## src/design/tilt_orientation_classifier_macros.svh

```systemverilog
// assertion macros shared by the tilt orientation classifier rtl
`ifndef TILT_ORIENTATION_CLASSIFIER_MACROS_SVH
`define TILT_ORIENTATION_CLASSIFIER_MACROS_SVH
`ifndef SYNTH
// overlapping implication, checked out of reset
`define TOC_ASSERT_IMP(lbl, clk, rst_n, ante, cons, msg) \
    lbl: assert property (@(posedge clk) disable iff (!rst_n) (ante) |-> (cons)) \
        else $error(msg);
// next-cycle implication, checked out of reset
`define TOC_ASSERT_NXT(lbl, clk, rst_n, ante, cons, msg) \
    lbl: assert property (@(posedge clk) disable iff (!rst_n) (ante) |=> (cons)) \
        else $error(msg);
`else
`define TOC_ASSERT_IMP(lbl, clk, rst_n, ante, cons, msg)
`define TOC_ASSERT_NXT(lbl, clk, rst_n, ante, cons, msg)
`endif
`endif

```

## src/design/toc_pkg.sv

```systemverilog
// types, codes and helpers shared by the tilt orientation classifier
package toc_pkg;

    localparam int ACC_W  = 13;
    localparam int MAG_W  = 13;
    localparam int THR_W  = 12;
    localparam int SQ_W   = 25;
    localparam int SUM_W  = 26;
    localparam int ORI_W  = 5;
    localparam int CIDX_W = 2;

    // configuration register indexes
    localparam logic [CIDX_W-1:0] CFG_UPPER = 2'd0;
    localparam logic [CIDX_W-1:0] CFG_LOWER = 2'd1;
    localparam logic [CIDX_W-1:0] CFG_EDGE  = 2'd2;
    localparam logic [CIDX_W-1:0] CFG_TILT  = 2'd3;

    // register reset values
    localparam logic [MAG_W-1:0] UPPER_RST    = 13'd1200;
    localparam logic [MAG_W-1:0] LOWER_RST    = 13'd800;
    localparam logic [THR_W-1:0] EDGE_RST     = 12'd850;
    localparam logic [THR_W-1:0] TILT_RST     = 12'd500;
    localparam logic [SUM_W-1:0] UPPER_SQ_RST = 26'd1440000;
    localparam logic [SUM_W-1:0] LOWER_SQ_RST = 26'd640000;

    // orientation codes
    localparam logic [ORI_W-1:0] ORI_ACCEL           = 5'd0;
    localparam logic [ORI_W-1:0] ORI_FALL            = 5'd1;
    localparam logic [ORI_W-1:0] ORI_FACE_UP         = 5'd2;
    localparam logic [ORI_W-1:0] ORI_FACE_DOWN       = 5'd3;
    localparam logic [ORI_W-1:0] ORI_LEFT_EDGE       = 5'd4;
    localparam logic [ORI_W-1:0] ORI_RIGHT_EDGE      = 5'd5;
    localparam logic [ORI_W-1:0] ORI_BACK_EDGE       = 5'd6;
    localparam logic [ORI_W-1:0] ORI_FRONT_EDGE      = 5'd7;
    localparam logic [ORI_W-1:0] ORI_TILT_FWD        = 5'd8;
    localparam logic [ORI_W-1:0] ORI_TILT_BACK       = 5'd9;
    localparam logic [ORI_W-1:0] ORI_TILT_LEFT       = 5'd10;
    localparam logic [ORI_W-1:0] ORI_TILT_RIGHT      = 5'd11;
    localparam logic [ORI_W-1:0] ORI_TILT_LF         = 5'd12;
    localparam logic [ORI_W-1:0] ORI_TILT_LB         = 5'd13;
    localparam logic [ORI_W-1:0] ORI_TILT_RF         = 5'd14;
    localparam logic [ORI_W-1:0] ORI_TILT_RB         = 5'd15;
    localparam logic [ORI_W-1:0] ORI_CORNER_FL       = 5'd16;
    localparam logic [ORI_W-1:0] ORI_CORNER_BL       = 5'd17;
    localparam logic [ORI_W-1:0] ORI_CORNER_FR       = 5'd18;
    localparam logic [ORI_W-1:0] ORI_CORNER_BR       = 5'd19;
    localparam logic [ORI_W-1:0] ORI_FD_TILT_FWD     = 5'd20;
    localparam logic [ORI_W-1:0] ORI_FD_TILT_BACK    = 5'd21;
    localparam logic [ORI_W-1:0] ORI_FD_TILT_RIGHT   = 5'd22;
    localparam logic [ORI_W-1:0] ORI_FD_TILT_LEFT    = 5'd23;
    localparam logic [ORI_W-1:0] ORI_FD_TILT_RF      = 5'd24;
    localparam logic [ORI_W-1:0] ORI_FD_TILT_RB      = 5'd25;
    localparam logic [ORI_W-1:0] ORI_FD_TILT_LF      = 5'd26;
    localparam logic [ORI_W-1:0] ORI_FD_TILT_LB      = 5'd27;
    localparam logic [ORI_W-1:0] ORI_UNCLASSIFIED    = 5'd28;

    // threshold and sign tests on one sample
    typedef struct packed {
        logic z_gt_e;
        logic z_lt_ne;
        logic x_gt_e;
        logic x_lt_ne;
        logic y_gt_e;
        logic y_lt_ne;
        logic z_gt_t;
        logic z_gt_nt;
        logic z_gt_ne;
        logic y_lt_nt;
        logic y_gt_t;
        logic x_gt_t;
        logic x_lt_nt;
        logic x_pos;
        logic y_neg;
    } t_flags;

    // first stage payload
    typedef struct packed {
        logic [SQ_W-1:0] sq_x;
        logic [SQ_W-1:0] sq_y;
        logic [SQ_W-1:0] sq_z;
        t_flags          flags;
    } t_stage1;

    // second stage payload
    typedef struct packed {
        logic [SUM_W-1:0] sum_sq;
        logic [ORI_W-1:0] tree_code;
    } t_stage2;

    // tilt band code, upright or face down
    function automatic logic [ORI_W-1:0] tilt_code(input logic face_down, input t_flags f);
        logic [ORI_W-1:0] code;
        if (f.y_lt_nt) begin
            code = face_down ? ORI_FD_TILT_FWD : ORI_TILT_FWD;
        end else if (f.y_gt_t) begin
            code = face_down ? ORI_FD_TILT_BACK : ORI_TILT_BACK;
        end else if (f.x_gt_t) begin
            code = face_down ? ORI_FD_TILT_RIGHT : ORI_TILT_LEFT;
        end else if (f.x_lt_nt) begin
            code = face_down ? ORI_FD_TILT_LEFT : ORI_TILT_RIGHT;
        end else if (f.x_pos) begin
            if (f.y_neg) begin
                code = face_down ? ORI_FD_TILT_RF : ORI_TILT_LF;
            end else begin
                code = face_down ? ORI_FD_TILT_RB : ORI_TILT_LB;
            end
        end else begin
            if (f.y_neg) begin
                code = face_down ? ORI_FD_TILT_LF : ORI_TILT_RF;
            end else begin
                code = face_down ? ORI_FD_TILT_LB : ORI_TILT_RB;
            end
        end
        return code;
    endfunction

endpackage

```

## src/design/tilt_orientation_classifier.sv

```systemverilog
// top level of the tilt orientation classifier: config registers and three stages
//
//  channel   dir  handshake                 payload
//  request   in   start (busy low)          i_accel_x, i_accel_y, i_accel_z
//  result    out  o_done strobe, 1 cycle    o_orientation
//  config    in   i_cfg_valid / o_cfg_ready i_cfg_index, i_cfg_data
//
// one request per cycle, busy stays low; each result strobes o_done once its
// request has passed the square, sum and compare stage registers.
// synchronous active-low reset clears the valid bits and loads the limits.
// a config write stores the squared magnitude limit in the same edge.
// no stall path: the receiver takes every result.
`include "tilt_orientation_classifier_macros.svh"
module tilt_orientation_classifier (
    input  logic                                 i_clk,
    input  logic                                 i_rst_n,
    input  logic                                 start,
    output logic                                 busy,
    input  logic signed [toc_pkg::ACC_W-1:0]     i_accel_x,
    input  logic signed [toc_pkg::ACC_W-1:0]     i_accel_y,
    input  logic signed [toc_pkg::ACC_W-1:0]     i_accel_z,
    output logic                                 o_done,
    output logic        [toc_pkg::ORI_W-1:0]     o_orientation,
    input  logic                                 i_cfg_valid,
    output logic                                 o_cfg_ready,
    input  logic        [toc_pkg::CIDX_W-1:0]    i_cfg_index,
    input  logic        [toc_pkg::MAG_W-1:0]     i_cfg_data
);

    logic [toc_pkg::MAG_W-1:0]  r_upper;
    logic [toc_pkg::MAG_W-1:0]  r_lower;
    logic [toc_pkg::THR_W-1:0]  r_edge;
    logic [toc_pkg::THR_W-1:0]  r_tilt;
    logic [toc_pkg::SUM_W-1:0]  r_upper_sq;
    logic [toc_pkg::SUM_W-1:0]  r_lower_sq;
    logic [toc_pkg::SUM_W-1:0]  w_cfg_sq;
    logic                       w_cfg_wr;
    logic                       w_accept;
    logic                       w_s1_valid;
    toc_pkg::t_stage1           w_s1_data;
    logic                       w_s2_valid;
    toc_pkg::t_stage2           w_s2_data;

    assign busy        = 1'b0;
    assign o_cfg_ready = 1'b1;
    assign w_accept    = start && !busy;
    assign w_cfg_wr    = i_cfg_valid && o_cfg_ready;
    assign w_cfg_sq    = i_cfg_data * i_cfg_data;

    // configuration registers, magnitude limits kept squared too
    always_ff @(posedge i_clk) begin
        if (!i_rst_n) begin
            r_upper    <= toc_pkg::UPPER_RST;
            r_lower    <= toc_pkg::LOWER_RST;
            r_edge     <= toc_pkg::EDGE_RST;
            r_tilt     <= toc_pkg::TILT_RST;
            r_upper_sq <= toc_pkg::UPPER_SQ_RST;
            r_lower_sq <= toc_pkg::LOWER_SQ_RST;
        end else if (w_cfg_wr) begin
            unique case (i_cfg_index)
                toc_pkg::CFG_UPPER: begin
                    r_upper    <= i_cfg_data;
                    r_upper_sq <= w_cfg_sq;
                end
                toc_pkg::CFG_LOWER: begin
                    r_lower    <= i_cfg_data;
                    r_lower_sq <= w_cfg_sq;
                end
                toc_pkg::CFG_EDGE: begin
                    r_edge <= i_cfg_data[toc_pkg::THR_W-1:0];
                end
                toc_pkg::CFG_TILT: begin
                    r_tilt <= i_cfg_data[toc_pkg::THR_W-1:0];
                end
            endcase
        end
    end

    // squares and threshold tests
    toc_front u_front (
        .i_clk     (i_clk),
        .i_rst_n   (i_rst_n),
        .i_valid   (w_accept),
        .i_accel_x (i_accel_x),
        .i_accel_y (i_accel_y),
        .i_accel_z (i_accel_z),
        .i_edge    (r_edge),
        .i_tilt    (r_tilt),
        .o_valid   (w_s1_valid),
        .o_data    (w_s1_data)
    );

    // sum and decision tree
    toc_tree u_tree (
        .i_clk   (i_clk),
        .i_rst_n (i_rst_n),
        .i_valid (w_s1_valid),
        .i_data  (w_s1_data),
        .o_valid (w_s2_valid),
        .o_data  (w_s2_data)
    );

    // magnitude check and result
    toc_resolve u_resolve (
        .i_clk         (i_clk),
        .i_rst_n       (i_rst_n),
        .i_valid       (w_s2_valid),
        .i_data        (w_s2_data),
        .i_upper_sq    (r_upper_sq),
        .i_lower_sq    (r_lower_sq),
        .o_valid       (o_done),
        .o_orientation (o_orientation)
    );

    // stored squares track the written limits
    `TOC_ASSERT_IMP(a_sq_match, i_clk, i_rst_n, 1'b1, (r_upper_sq == r_upper * r_upper) && (r_lower_sq == r_lower * r_lower), "squared limit out of step")
    // every request gives a result on o_done
    `TOC_ASSERT_NXT(a_req_done, i_clk, i_rst_n, w_accept, ##2 o_done, "request lost in pipeline")
    // no result without a request
    `TOC_ASSERT_IMP(a_done_req, i_clk, i_rst_n, o_done, $past(w_accept, 3), "result without request")
    // result code in range
    `TOC_ASSERT_IMP(a_code_rng, i_clk, i_rst_n, o_done, o_orientation <= toc_pkg::ORI_UNCLASSIFIED, "orientation code out of range")

endmodule

```

## src/design/toc_front.sv

```systemverilog
// first stage: axis squares and threshold tests
module toc_front (
    input  logic                                i_clk,
    input  logic                                i_rst_n,
    input  logic                                i_valid,
    input  logic signed [toc_pkg::ACC_W-1:0]    i_accel_x,
    input  logic signed [toc_pkg::ACC_W-1:0]    i_accel_y,
    input  logic signed [toc_pkg::ACC_W-1:0]    i_accel_z,
    input  logic        [toc_pkg::THR_W-1:0]    i_edge,
    input  logic        [toc_pkg::THR_W-1:0]    i_tilt,
    output logic                                o_valid,
    output toc_pkg::t_stage1                    o_data
);

    logic                                r_valid;
    toc_pkg::t_stage1                    r_data;
    toc_pkg::t_stage1                    n_data;
    logic signed [2*toc_pkg::ACC_W-1:0]  w_px;
    logic signed [2*toc_pkg::ACC_W-1:0]  w_py;
    logic signed [2*toc_pkg::ACC_W-1:0]  w_pz;
    logic signed [toc_pkg::ACC_W:0]      w_x;
    logic signed [toc_pkg::ACC_W:0]      w_y;
    logic signed [toc_pkg::ACC_W:0]      w_z;
    logic signed [toc_pkg::ACC_W:0]      w_e;
    logic signed [toc_pkg::ACC_W:0]      w_ne;
    logic signed [toc_pkg::ACC_W:0]      w_t;
    logic signed [toc_pkg::ACC_W:0]      w_nt;

    // one multiplier per axis
    assign w_px = i_accel_x * i_accel_x;
    assign w_py = i_accel_y * i_accel_y;
    assign w_pz = i_accel_z * i_accel_z;

    // common 14-bit signed compare width
    assign w_x  = {i_accel_x[toc_pkg::ACC_W-1], i_accel_x};
    assign w_y  = {i_accel_y[toc_pkg::ACC_W-1], i_accel_y};
    assign w_z  = {i_accel_z[toc_pkg::ACC_W-1], i_accel_z};
    assign w_e  = $signed({2'b00, i_edge});
    assign w_ne = -w_e;
    assign w_t  = $signed({2'b00, i_tilt});
    assign w_nt = -w_t;

    // stage payload
    always_comb begin
        n_data               = '0;
        n_data.sq_x          = w_px[toc_pkg::SQ_W-1:0];
        n_data.sq_y          = w_py[toc_pkg::SQ_W-1:0];
        n_data.sq_z          = w_pz[toc_pkg::SQ_W-1:0];
        n_data.flags.z_gt_e  = w_z > w_e;
        n_data.flags.z_lt_ne = w_z < w_ne;
        n_data.flags.x_gt_e  = w_x > w_e;
        n_data.flags.x_lt_ne = w_x < w_ne;
        n_data.flags.y_gt_e  = w_y > w_e;
        n_data.flags.y_lt_ne = w_y < w_ne;
        n_data.flags.z_gt_t  = w_z > w_t;
        n_data.flags.z_gt_nt = w_z > w_nt;
        n_data.flags.z_gt_ne = w_z > w_ne;
        n_data.flags.y_lt_nt = w_y < w_nt;
        n_data.flags.y_gt_t  = w_y > w_t;
        n_data.flags.x_gt_t  = w_x > w_t;
        n_data.flags.x_lt_nt = w_x < w_nt;
        n_data.flags.x_pos   = w_x > 14'sd0;
        n_data.flags.y_neg   = i_accel_y[toc_pkg::ACC_W-1];
    end

    // valid bit
    always_ff @(posedge i_clk) begin
        if (!i_rst_n) begin
            r_valid <= 1'b0;
        end else begin
            r_valid <= i_valid;
        end
    end

    // payload register
    always_ff @(posedge i_clk) begin
        r_data <= n_data;
    end

    assign o_valid = r_valid;
    assign o_data  = r_data;

endmodule

```

## src/design/toc_tree.sv

```systemverilog
// second stage: sum of squares and orientation decision tree
module toc_tree (
    input  logic                 i_clk,
    input  logic                 i_rst_n,
    input  logic                 i_valid,
    input  toc_pkg::t_stage1     i_data,
    output logic                 o_valid,
    output toc_pkg::t_stage2     o_data
);

    logic                        r_valid;
    toc_pkg::t_stage2            r_data;
    toc_pkg::t_stage2            n_data;
    toc_pkg::t_flags             w_f;
    logic [toc_pkg::ORI_W-1:0]   w_code;

    assign w_f = i_data.flags;

    // fixed decision tree, faces and edges first
    always_comb begin
        if (w_f.z_gt_e) begin
            w_code = toc_pkg::ORI_FACE_UP;
        end else if (w_f.z_lt_ne) begin
            w_code = toc_pkg::ORI_FACE_DOWN;
        end else if (w_f.x_gt_e) begin
            w_code = toc_pkg::ORI_LEFT_EDGE;
        end else if (w_f.x_lt_ne) begin
            w_code = toc_pkg::ORI_RIGHT_EDGE;
        end else if (w_f.y_gt_e) begin
            w_code = toc_pkg::ORI_BACK_EDGE;
        end else if (w_f.y_lt_ne) begin
            w_code = toc_pkg::ORI_FRONT_EDGE;
        end else if (w_f.z_gt_t) begin
            w_code = toc_pkg::tilt_code(1'b0, w_f);
        end else if (w_f.z_gt_nt) begin
            if (w_f.x_pos) begin
                w_code = w_f.y_neg ? toc_pkg::ORI_CORNER_FL : toc_pkg::ORI_CORNER_BL;
            end else begin
                w_code = w_f.y_neg ? toc_pkg::ORI_CORNER_FR : toc_pkg::ORI_CORNER_BR;
            end
        end else if (w_f.z_gt_ne) begin
            w_code = toc_pkg::tilt_code(1'b1, w_f);
        end else begin
            w_code = toc_pkg::ORI_UNCLASSIFIED;
        end
    end

    // stage payload
    always_comb begin
        n_data.sum_sq    = {1'b0, i_data.sq_x} + {1'b0, i_data.sq_y} + {1'b0, i_data.sq_z};
        n_data.tree_code = w_code;
    end

    // valid bit
    always_ff @(posedge i_clk) begin
        if (!i_rst_n) begin
            r_valid <= 1'b0;
        end else begin
            r_valid <= i_valid;
        end
    end

    // payload register
    always_ff @(posedge i_clk) begin
        r_data <= n_data;
    end

    assign o_valid = r_valid;
    assign o_data  = r_data;

endmodule

```

## src/design/toc_resolve.sv

```systemverilog
// third stage: magnitude check against squared limits, result register
module toc_resolve (
    input  logic                       i_clk,
    input  logic                       i_rst_n,
    input  logic                       i_valid,
    input  toc_pkg::t_stage2           i_data,
    input  logic [toc_pkg::SUM_W-1:0]  i_upper_sq,
    input  logic [toc_pkg::SUM_W-1:0]  i_lower_sq,
    output logic                       o_valid,
    output logic [toc_pkg::ORI_W-1:0]  o_orientation
);

    logic                        r_valid;
    logic [toc_pkg::ORI_W-1:0]   r_code;
    logic [toc_pkg::ORI_W-1:0]   n_code;

    // accelerating wins over falling
    always_comb begin
        if (i_data.sum_sq > i_upper_sq) begin
            n_code = toc_pkg::ORI_ACCEL;
        end else if (i_data.sum_sq < i_lower_sq) begin
            n_code = toc_pkg::ORI_FALL;
        end else begin
            n_code = i_data.tree_code;
        end
    end

    // strobe
    always_ff @(posedge i_clk) begin
        if (!i_rst_n) begin
            r_valid <= 1'b0;
        end else begin
            r_valid <= i_valid;
        end
    end

    // result register
    always_ff @(posedge i_clk) begin
        r_code <= n_code;
    end

    assign o_valid       = r_valid;
    assign o_orientation = r_code;

endmodule
```

## config.mk

```make
export PLATFORM = sky130hd
export DESIGN_NAME = tilt_orientation_classifier
export DESIGN_NICKNAME = d
export VERILOG_FILES = /design/src/design/toc_pkg.sv /design/src/design/tilt_orientation_classifier.sv /design/src/design/toc_front.sv /design/src/design/toc_tree.sv /design/src/design/toc_resolve.sv
export VERILOG_INCLUDE_DIRS = /design/src /design/src/design
export SDC_FILE = /design/constraint.sdc
export NUM_CORES = 2
export LEC_CHECK = 0
export BUFFER_PORTS_ARGS = -buffer_cell sky130_fd_sc_hd__buf_2
export CORE_ASPECT_RATIO = 2
export CORE_MARGIN = 1
export CORE_UTILIZATION = 55
export DETAILED_ROUTE_END_ITERATION = 8
export GPL_TIMING_DRIVEN = 0
export PLACE_DENSITY = 0.71
export SKIP_CTS_REPAIR_TIMING = 1
export SLEW_MARGIN = 40
export SYNTH_ARGS = -nofsm -noshare
export SYNTH_HDL_FRONTEND = slang
export SYNTH_SLANG_ARGS = --single-unit
```

## constraint.sdc

```tcl
create_clock -name i_clk -period 9.93 [get_ports i_clk]
set_input_delay 1.986 -clock i_clk [delete_from_list [all_inputs] [get_ports i_clk]]
set_output_delay 1.986 -clock i_clk [all_outputs]
set_load 0.02 [all_outputs]
```

After elaboration in Yosys (flattened, before gate mapping)
Index checks and enable logic that the tools add are counted.
{ "totals": {"in_bits": 58, "ff_bits": 205, "wordCells": 92} }
{ "op_classes": {"order_cmp": 16, "n_eq_ne": 3, "n_addsub": 4, "n_reduce_logical": 8, "multipliers": 4, "n_mux": 26} }
{ "op_table": {"columns": ["cell", "count"], "rows": [
  ["$gt A13 B13 Y1", 6],
  ["$mul A13 B13 Y25", 3],
  ["$lt A13 B14 Y1", 5],
  ["$mux W5", 14],
  ["$gt A13 B14 Y1", 2],
  ["$neg A12 Y14", 2],
  ["$add A25 B25 Y26", 1],
  ["$add A26 B25 Y26", 1],
  ["$gt A26 B26 Y1", 1],
  ["$lt A26 B26 Y1", 1],
  ["$mul A13 B13 Y26", 1],
  ["$gt A13 B1 Y1 const B", 1],
  ["$mux W3", 4],
  ["$mux W1", 8],
  ["$reduce_and A2 Y1", 4],
  ["$reduce_or A6 Y1", 1],
  ["$eq A2 B2 Y1 const B", 2],
  ["$reduce_or A2 Y1", 2],
  ["$eq A2 B1 Y1 const B", 1],
  ["$logic_not A2 Y1", 1]
]} }

Logic depth before layout (Yosys ltp)
{ "depth": {"ltp_word": 14, "ltp_mapped": 24, "depth_no_buf": 23} }

Cells and area by module
From an unflattened synthesis, not the netlist that was laid out.
{ "hier_totals": {"cells_unflattened": 3743, "hier_area_um2": 33845.0} }
{ "modules_own_cells": {"columns": ["mod", "area_per_inst_um2", "n_inst", "cells_each"], "rows": [
  ["toc_front", 22127.5, 1, 2365],
  ["tilt_orientation_classifier", 7669.9, 1, 924],
  ["toc_tree", 2578.7, 1, 260],
  ["toc_resolve", 1468.9, 1, 194]
]} }

Least setup slack after synthesis
Ideal clock, no wire load.
{ "synth_path": {"path_type": "input -> register", "start": "in i_accel_y[1] (netlist name)", "end": "reg u_front.r_data, in the netlist u_front.o_data[64]", "arrival_time_ns": 7.437, "n_path_buf": 2, "setup_time_ns": 0.120, "path_stages": 20, "setup_slack_ns": 2.373, "required_ns": 9.810, "path_cell_list": "clkbuf_1 > clkbuf_1 > nand2_1 > fa_1 > fa_1 > inv_1 > fa_1 > fa_1 > fa_1 > fa_1 > ha_1 > a21oi_1 > o21ai_1 > or3_1 > o211a_1 > o21a_1 > o21a_1 > o41a_1 > a41oi_2 > xnor2_1"} }
{ "synth_rtl": {"columns": ["element", "line_no", "text"], "rows": [
  ["start: declaration", "tilt_orientation_classifier.sv:20", "input logic signed [toc_pkg::ACC_W-1:0] i_accel_y,"],
  ["end signal: assignment", "toc_front.sv:77", "r_data <= n_data;"],
  ["end: declaration", "toc_front.sv:16", "toc_pkg::t_stage1 r_data;"]
]} }

Final worst setup path
{ "layout_path": {"start": "in i_cfg_data[1] (netlist name)", "end": "reg r_lower_sq[23] (netlist name)"} }
{ "layout_via": {"elab_chain_cells": 1} }
{ "layout_rtl": {"columns": ["element", "line_no", "text"], "rows": [
  ["start: declaration", "tilt_orientation_classifier.sv:27", "input logic [toc_pkg::MAG_W-1:0] i_cfg_data"],
  ["$mul A13 B13 Y26", "tilt_orientation_classifier.sv:48", "assign w_cfg_sq = i_cfg_data * i_cfg_data;"],
  ["end signal: assignment", "tilt_orientation_classifier.sv:58", "r_lower_sq <= toc_pkg::LOWER_SQ_RST;"],
  ["end signal: assignment", "tilt_orientation_classifier.sv:67", "r_lower_sq <= w_cfg_sq;"],
  ["end: declaration", "tilt_orientation_classifier.sv:35", "logic [toc_pkg::SUM_W-1:0] r_lower_sq;"]
]} }
Every way passes these cells.
A chain may end at the register's enable or synchronous reset.

==> run_results.csv <==
group,metric,value,unit
floorplanning,core_region_area,59000,um^2
cells_and_area,fillCellCount,5299,
min_path,whs_path_depth,1,
synth,synth_cell_type_count,64,
floorplanning,ioPinCount,66,
critical_path,worstPathMaxFanout,10,
clock_tree,cts.root.buffer_cell,"sky130_fd_sc_hd__clkbuf_16",
clock_tree,number_of_clock_buffers_inserted_by_tritoncts,17,
synth,synthDominantCellAreaShare,0.328,
critical_path,endpoint_kind,"flop",
cells_and_area,layout.cell_area.non_filler,34700,um^2
clock_tree,clockBufferDepth,2,
min_path,hold_class,"reg -> reg",
sta,peak_freq,112,MHz
floorplanning,floorplan.initialDensity,0.557,
synth,synth-edff-count,0,
synth,postSynthCellCount,3607,
synth,synth.cell_area,32800,um^2
min_path,hold_path_end,"u_resolve.o_valid",
clock_tree,clock_insertion_delay_worst_skew,0.47,ns
global_route,grt_start_max_net_pins,21,
floorplanning,floorplan.die_area,60700,um^2
synth,syn-mean-instance-area,9.10,um^2
place,dp_slack,0.813,ns
sta,period_minus_slack,8.93,ns
synth,synth_xor_xnor_area_share,0.0387,
min_path,worstHoldStart,"u_tree.o_valid",
critical_path,worst_setup_startpoint,"i_cfg_data[1]",
critical_path,critical_path_class,"in -> reg",
critical_path,r2r_setup_slack,6.23,ns
sta,timing_worst_slew_pin_value,0.931,ns
detailed_routing,route.detailed.drc,0,
place,routability_congestion_estimate,0.955,
synth,synthSimpleGateAreaFrac,0.120,
sta,totalNegativeSetupSlack,0,ns
critical_path,critical_path.startpoint_type,"input port",
synth,yosys_register_bits,200,
critical_path,r2r-end,"u_tree.o_data[30]",
critical_path,slowest_delay,0.67,ns
outcome,run_status,"finished clean",
synth,synth_top_family_by_area,"adder cells",
cells_and_area,drive_above_1_share,0.0295,
cells_and_area,area_growth_syn_to_layout,5.76,%
detailed_routing,wl,86.8,mm
sta,final-max-slew-violation-count,0,
clock_tree,clock_tree.htree_level_count,4,
global_route,grt_usage,0.297,
cells_and_area,final_net_count,4770,
sta,post-route-period-util,0.900,
detailed_routing,drt-wirelength-per-cell,19.4,um
global_route,globalRouteOverflowTotal,0,
critical_path,critical_path.reg2reg.startpoint,"u_front.o_data[25]",
critical_path,critical-path-top-delay-family,"adder cells",
floorplanning,floorplan.die.height,348,um
sta,skew,0.0118,ns
critical_path,critPathArrivalTime,9.28,ns
critical_path,timing.critical_path.cells,"clkbuf_1 > clkbuf_1 > nand2_1 > inv_1 > fa_1 > inv_1 > fa_1 > inv_1 > fa_1 > fa_1 > inv_1 > fa_1 > inv_1 > ha_1 > a21o_1 > a2111oi_0 > o21ai_0 > a31oi_1 > o21ai_0 > a31oi_1 > nor2b_1 > xor2_1 > o21ai_0",
critical_path,reg2regPathDepth,12,
sta,rsz_0062_raised_after_global_routing,"no",
detailed_routing,avgViaCountPerCell,5.57,
synth,ys_flop_type,"sky130_fd_sc_hd__dfxtp_1",
detailed_routing,drtIter0Drc,1172,
clock_tree,cts_tree,"built",
sta,hold_viol_final,0,
synth,muxShareOfSynthArea,0.00156,
critical_path,worst-endpoint-required,10.28,ns
detailed_routing,drtAntennaViolNets,0,
place,place_area,34100,um^2
global_route,grt_pass1_wl,138,mm
critical_path,worst-path-buf-inv,7,
place,dp_hpwl,74.0,mm
clock_tree,cts.reportedPaths.clkPinSlew,0.08,ns
sta,slew-limit-headroom,0.379,
synth,synth_top_cells_by_area,"sky130_fd_sc_hd__fa_1 33%, sky130_fd_sc_hd__ha_1 19%, sky130_fd_sc_hd__dfxtp_1 12%",
critical_path,slowest_stage,"sky130_fd_sc_hd__clkbuf_1",
floorplanning,die-width,175,um
detailed_routing,drt_pass1_iterations,5,
detailed_routing,vias,24900,
sta,post_route_worst_setup_slack,0.997,ns
synth,sequential_cell_area_fraction_in_the_yosys_report,0.122,
global_route,antenna_found_initial,2,
place,buffer_ports.inserted,59,
clock_tree,clkSinkCount,200,
cells_and_area,utilization,0.589,
sta,setup_viol,0,
floorplanning,num_rows,126,
synth,share_of_the_synthesized_area_in_compound_gates_ao_oa_aoi_oai,0.0995,
cells_and_area,insertedDiodeCount,0,
synth,adder_cell_share_of_the_synthesized_area,0.513,
global_route,grt_pass1_vias,26700,
synth,synth.largest_area_cell,"sky130_fd_sc_hd__fa_1",
synth,ys_async_sr_fraction,0,
synth,yosysWarningCount,0,
run,drv.max_cap_violation_count,0,
-- registers in the layout, summed over array words and instances (netlist names) --
| name | count |
|---|---|
| u_resolve.o_orientation | 5 |
| r_edge | 12 |
| u_front.o_data | 87 |
| r_tilt | 12 |
| r_lower_sq | 25 |
| u_tree.o_valid | 1 |
| r_upper_sq | 25 |
| u_tree.o_data | 31 |
| u_resolve.o_valid | 1 |
| u_front.o_valid | 1 |
-- worst max-delay path by stage --
stage,endpoint,cells after the start
floorplan,u_front.o_data[64],20
global placement,r_lower_sq[23],23
detailed placement,r_lower_sq[23],23
CTS,r_lower_sq[23],23
global route,r_upper_sq[23],23
finish,r_lower_sq[23],23
-- layout make-up --
class                           count  area, um^2  area share
Timing Repair Buffer               59         295     0.00850
Buffer                             88         338     0.00973
Tap cell                          768         961      0.0277
Sequential cell                   200        4000       0.115
Multi-Input combinational cell   2499       25400       0.732
Clock inverter                     14         181     0.00523
Inverter                          823        3090      0.0890
Clock buffer                       18         439      0.0126
-- routing by layer --
| layer | share of wire | track usage | wire length [um] | vias up |
|---|---|---|---|---|
| met3 | 0.035 | 0.0293 | 3000 | 326 |
| met5 | 0.00032 | 0 | 28 | - |
| li1 | - | - | - | 11500 |
| met2 | 0.54 | 0.564 | 46900 | 689 |
| met4 | 0.094 | 0.239 | 8200 | 4 |
| met1 | 0.33 | 0.287 | 28700 | 12300 |
-- cell families (layout without fill, tap and decap cells) --
kind of cell | count (synthesis) | after routing
adder cells (fa/ha/maj) | 1024 | 1024
other | 2 | 5
AO/OA/AOI/OAI | 492 | 492
XOR/XNOR | 145 | 145
flip-flops | 200 | 200
AND/OR/NAND/NOR | 828 | 828
buffers and inverters | 911 | 1002
multiplexers | 5 | 5
-- synthesized netlist by cell type, drive strengths merged (32+ instances only) --
cell type,count
clkbuf,85
a21boi,44
o21a,49
dfxtp,200
nand4,34
and2,109
fa,538
inv,823
o21ai,79
nor2b,61
a21o,66
xor2,32
nand2,369
ha,486
nor3,33
a21oi,118
xnor2,113
o211ai,37
nor2,108
-- cells in the final DEF, fill, tap and decap left out, types with 34 or more instances in the layout --
cell                       Yosys  final
sky130_fd_sc_hd__nand4_1      34     34
sky130_fd_sc_hd__inv_1       823    823
sky130_fd_sc_hd__nor2b_1      61     61
sky130_fd_sc_hd__dfxtp_1     200    200
sky130_fd_sc_hd__buf_2         0     59
sky130_fd_sc_hd__nand2_1     369    369
sky130_fd_sc_hd__o211ai_1     37     37
sky130_fd_sc_hd__o21ai_0      75     74
sky130_fd_sc_hd__ha_1        486    486
sky130_fd_sc_hd__a21oi_1     118    118
sky130_fd_sc_hd__o21a_1       49     49
sky130_fd_sc_hd__a21boi_0     44     44
sky130_fd_sc_hd__clkbuf_1     85     85
sky130_fd_sc_hd__xnor2_1     113    113
sky130_fd_sc_hd__fa_1        538    538
sky130_fd_sc_hd__and2_1      109    109
sky130_fd_sc_hd__a21o_1       66     66
sky130_fd_sc_hd__nor2_1      108    107
-- worst reg2reg max path, delay by kind of cell (launching register included) --
family          cells  cell delay [ns]
compound gates      6             1.56
fa+ha+maj           2             0.76
flops               1             0.61
simple gates        3             0.33
buf+inv             1             0.27
-- through the flow --
stage / cells / hold slack (ns)
after floorplan: 3610 / 0.393
after global placement: 4437 / 0.417
after detailed placement: 4437 / 0.423
after CTS: 4469 / 0.445
after global routing: 4469 / 0.460
final: 4469 / 0.438
Power is left out: the tool's default activity adds up to more than one toggle a clock period on the data nets, which glitch-free logic cannot reach.
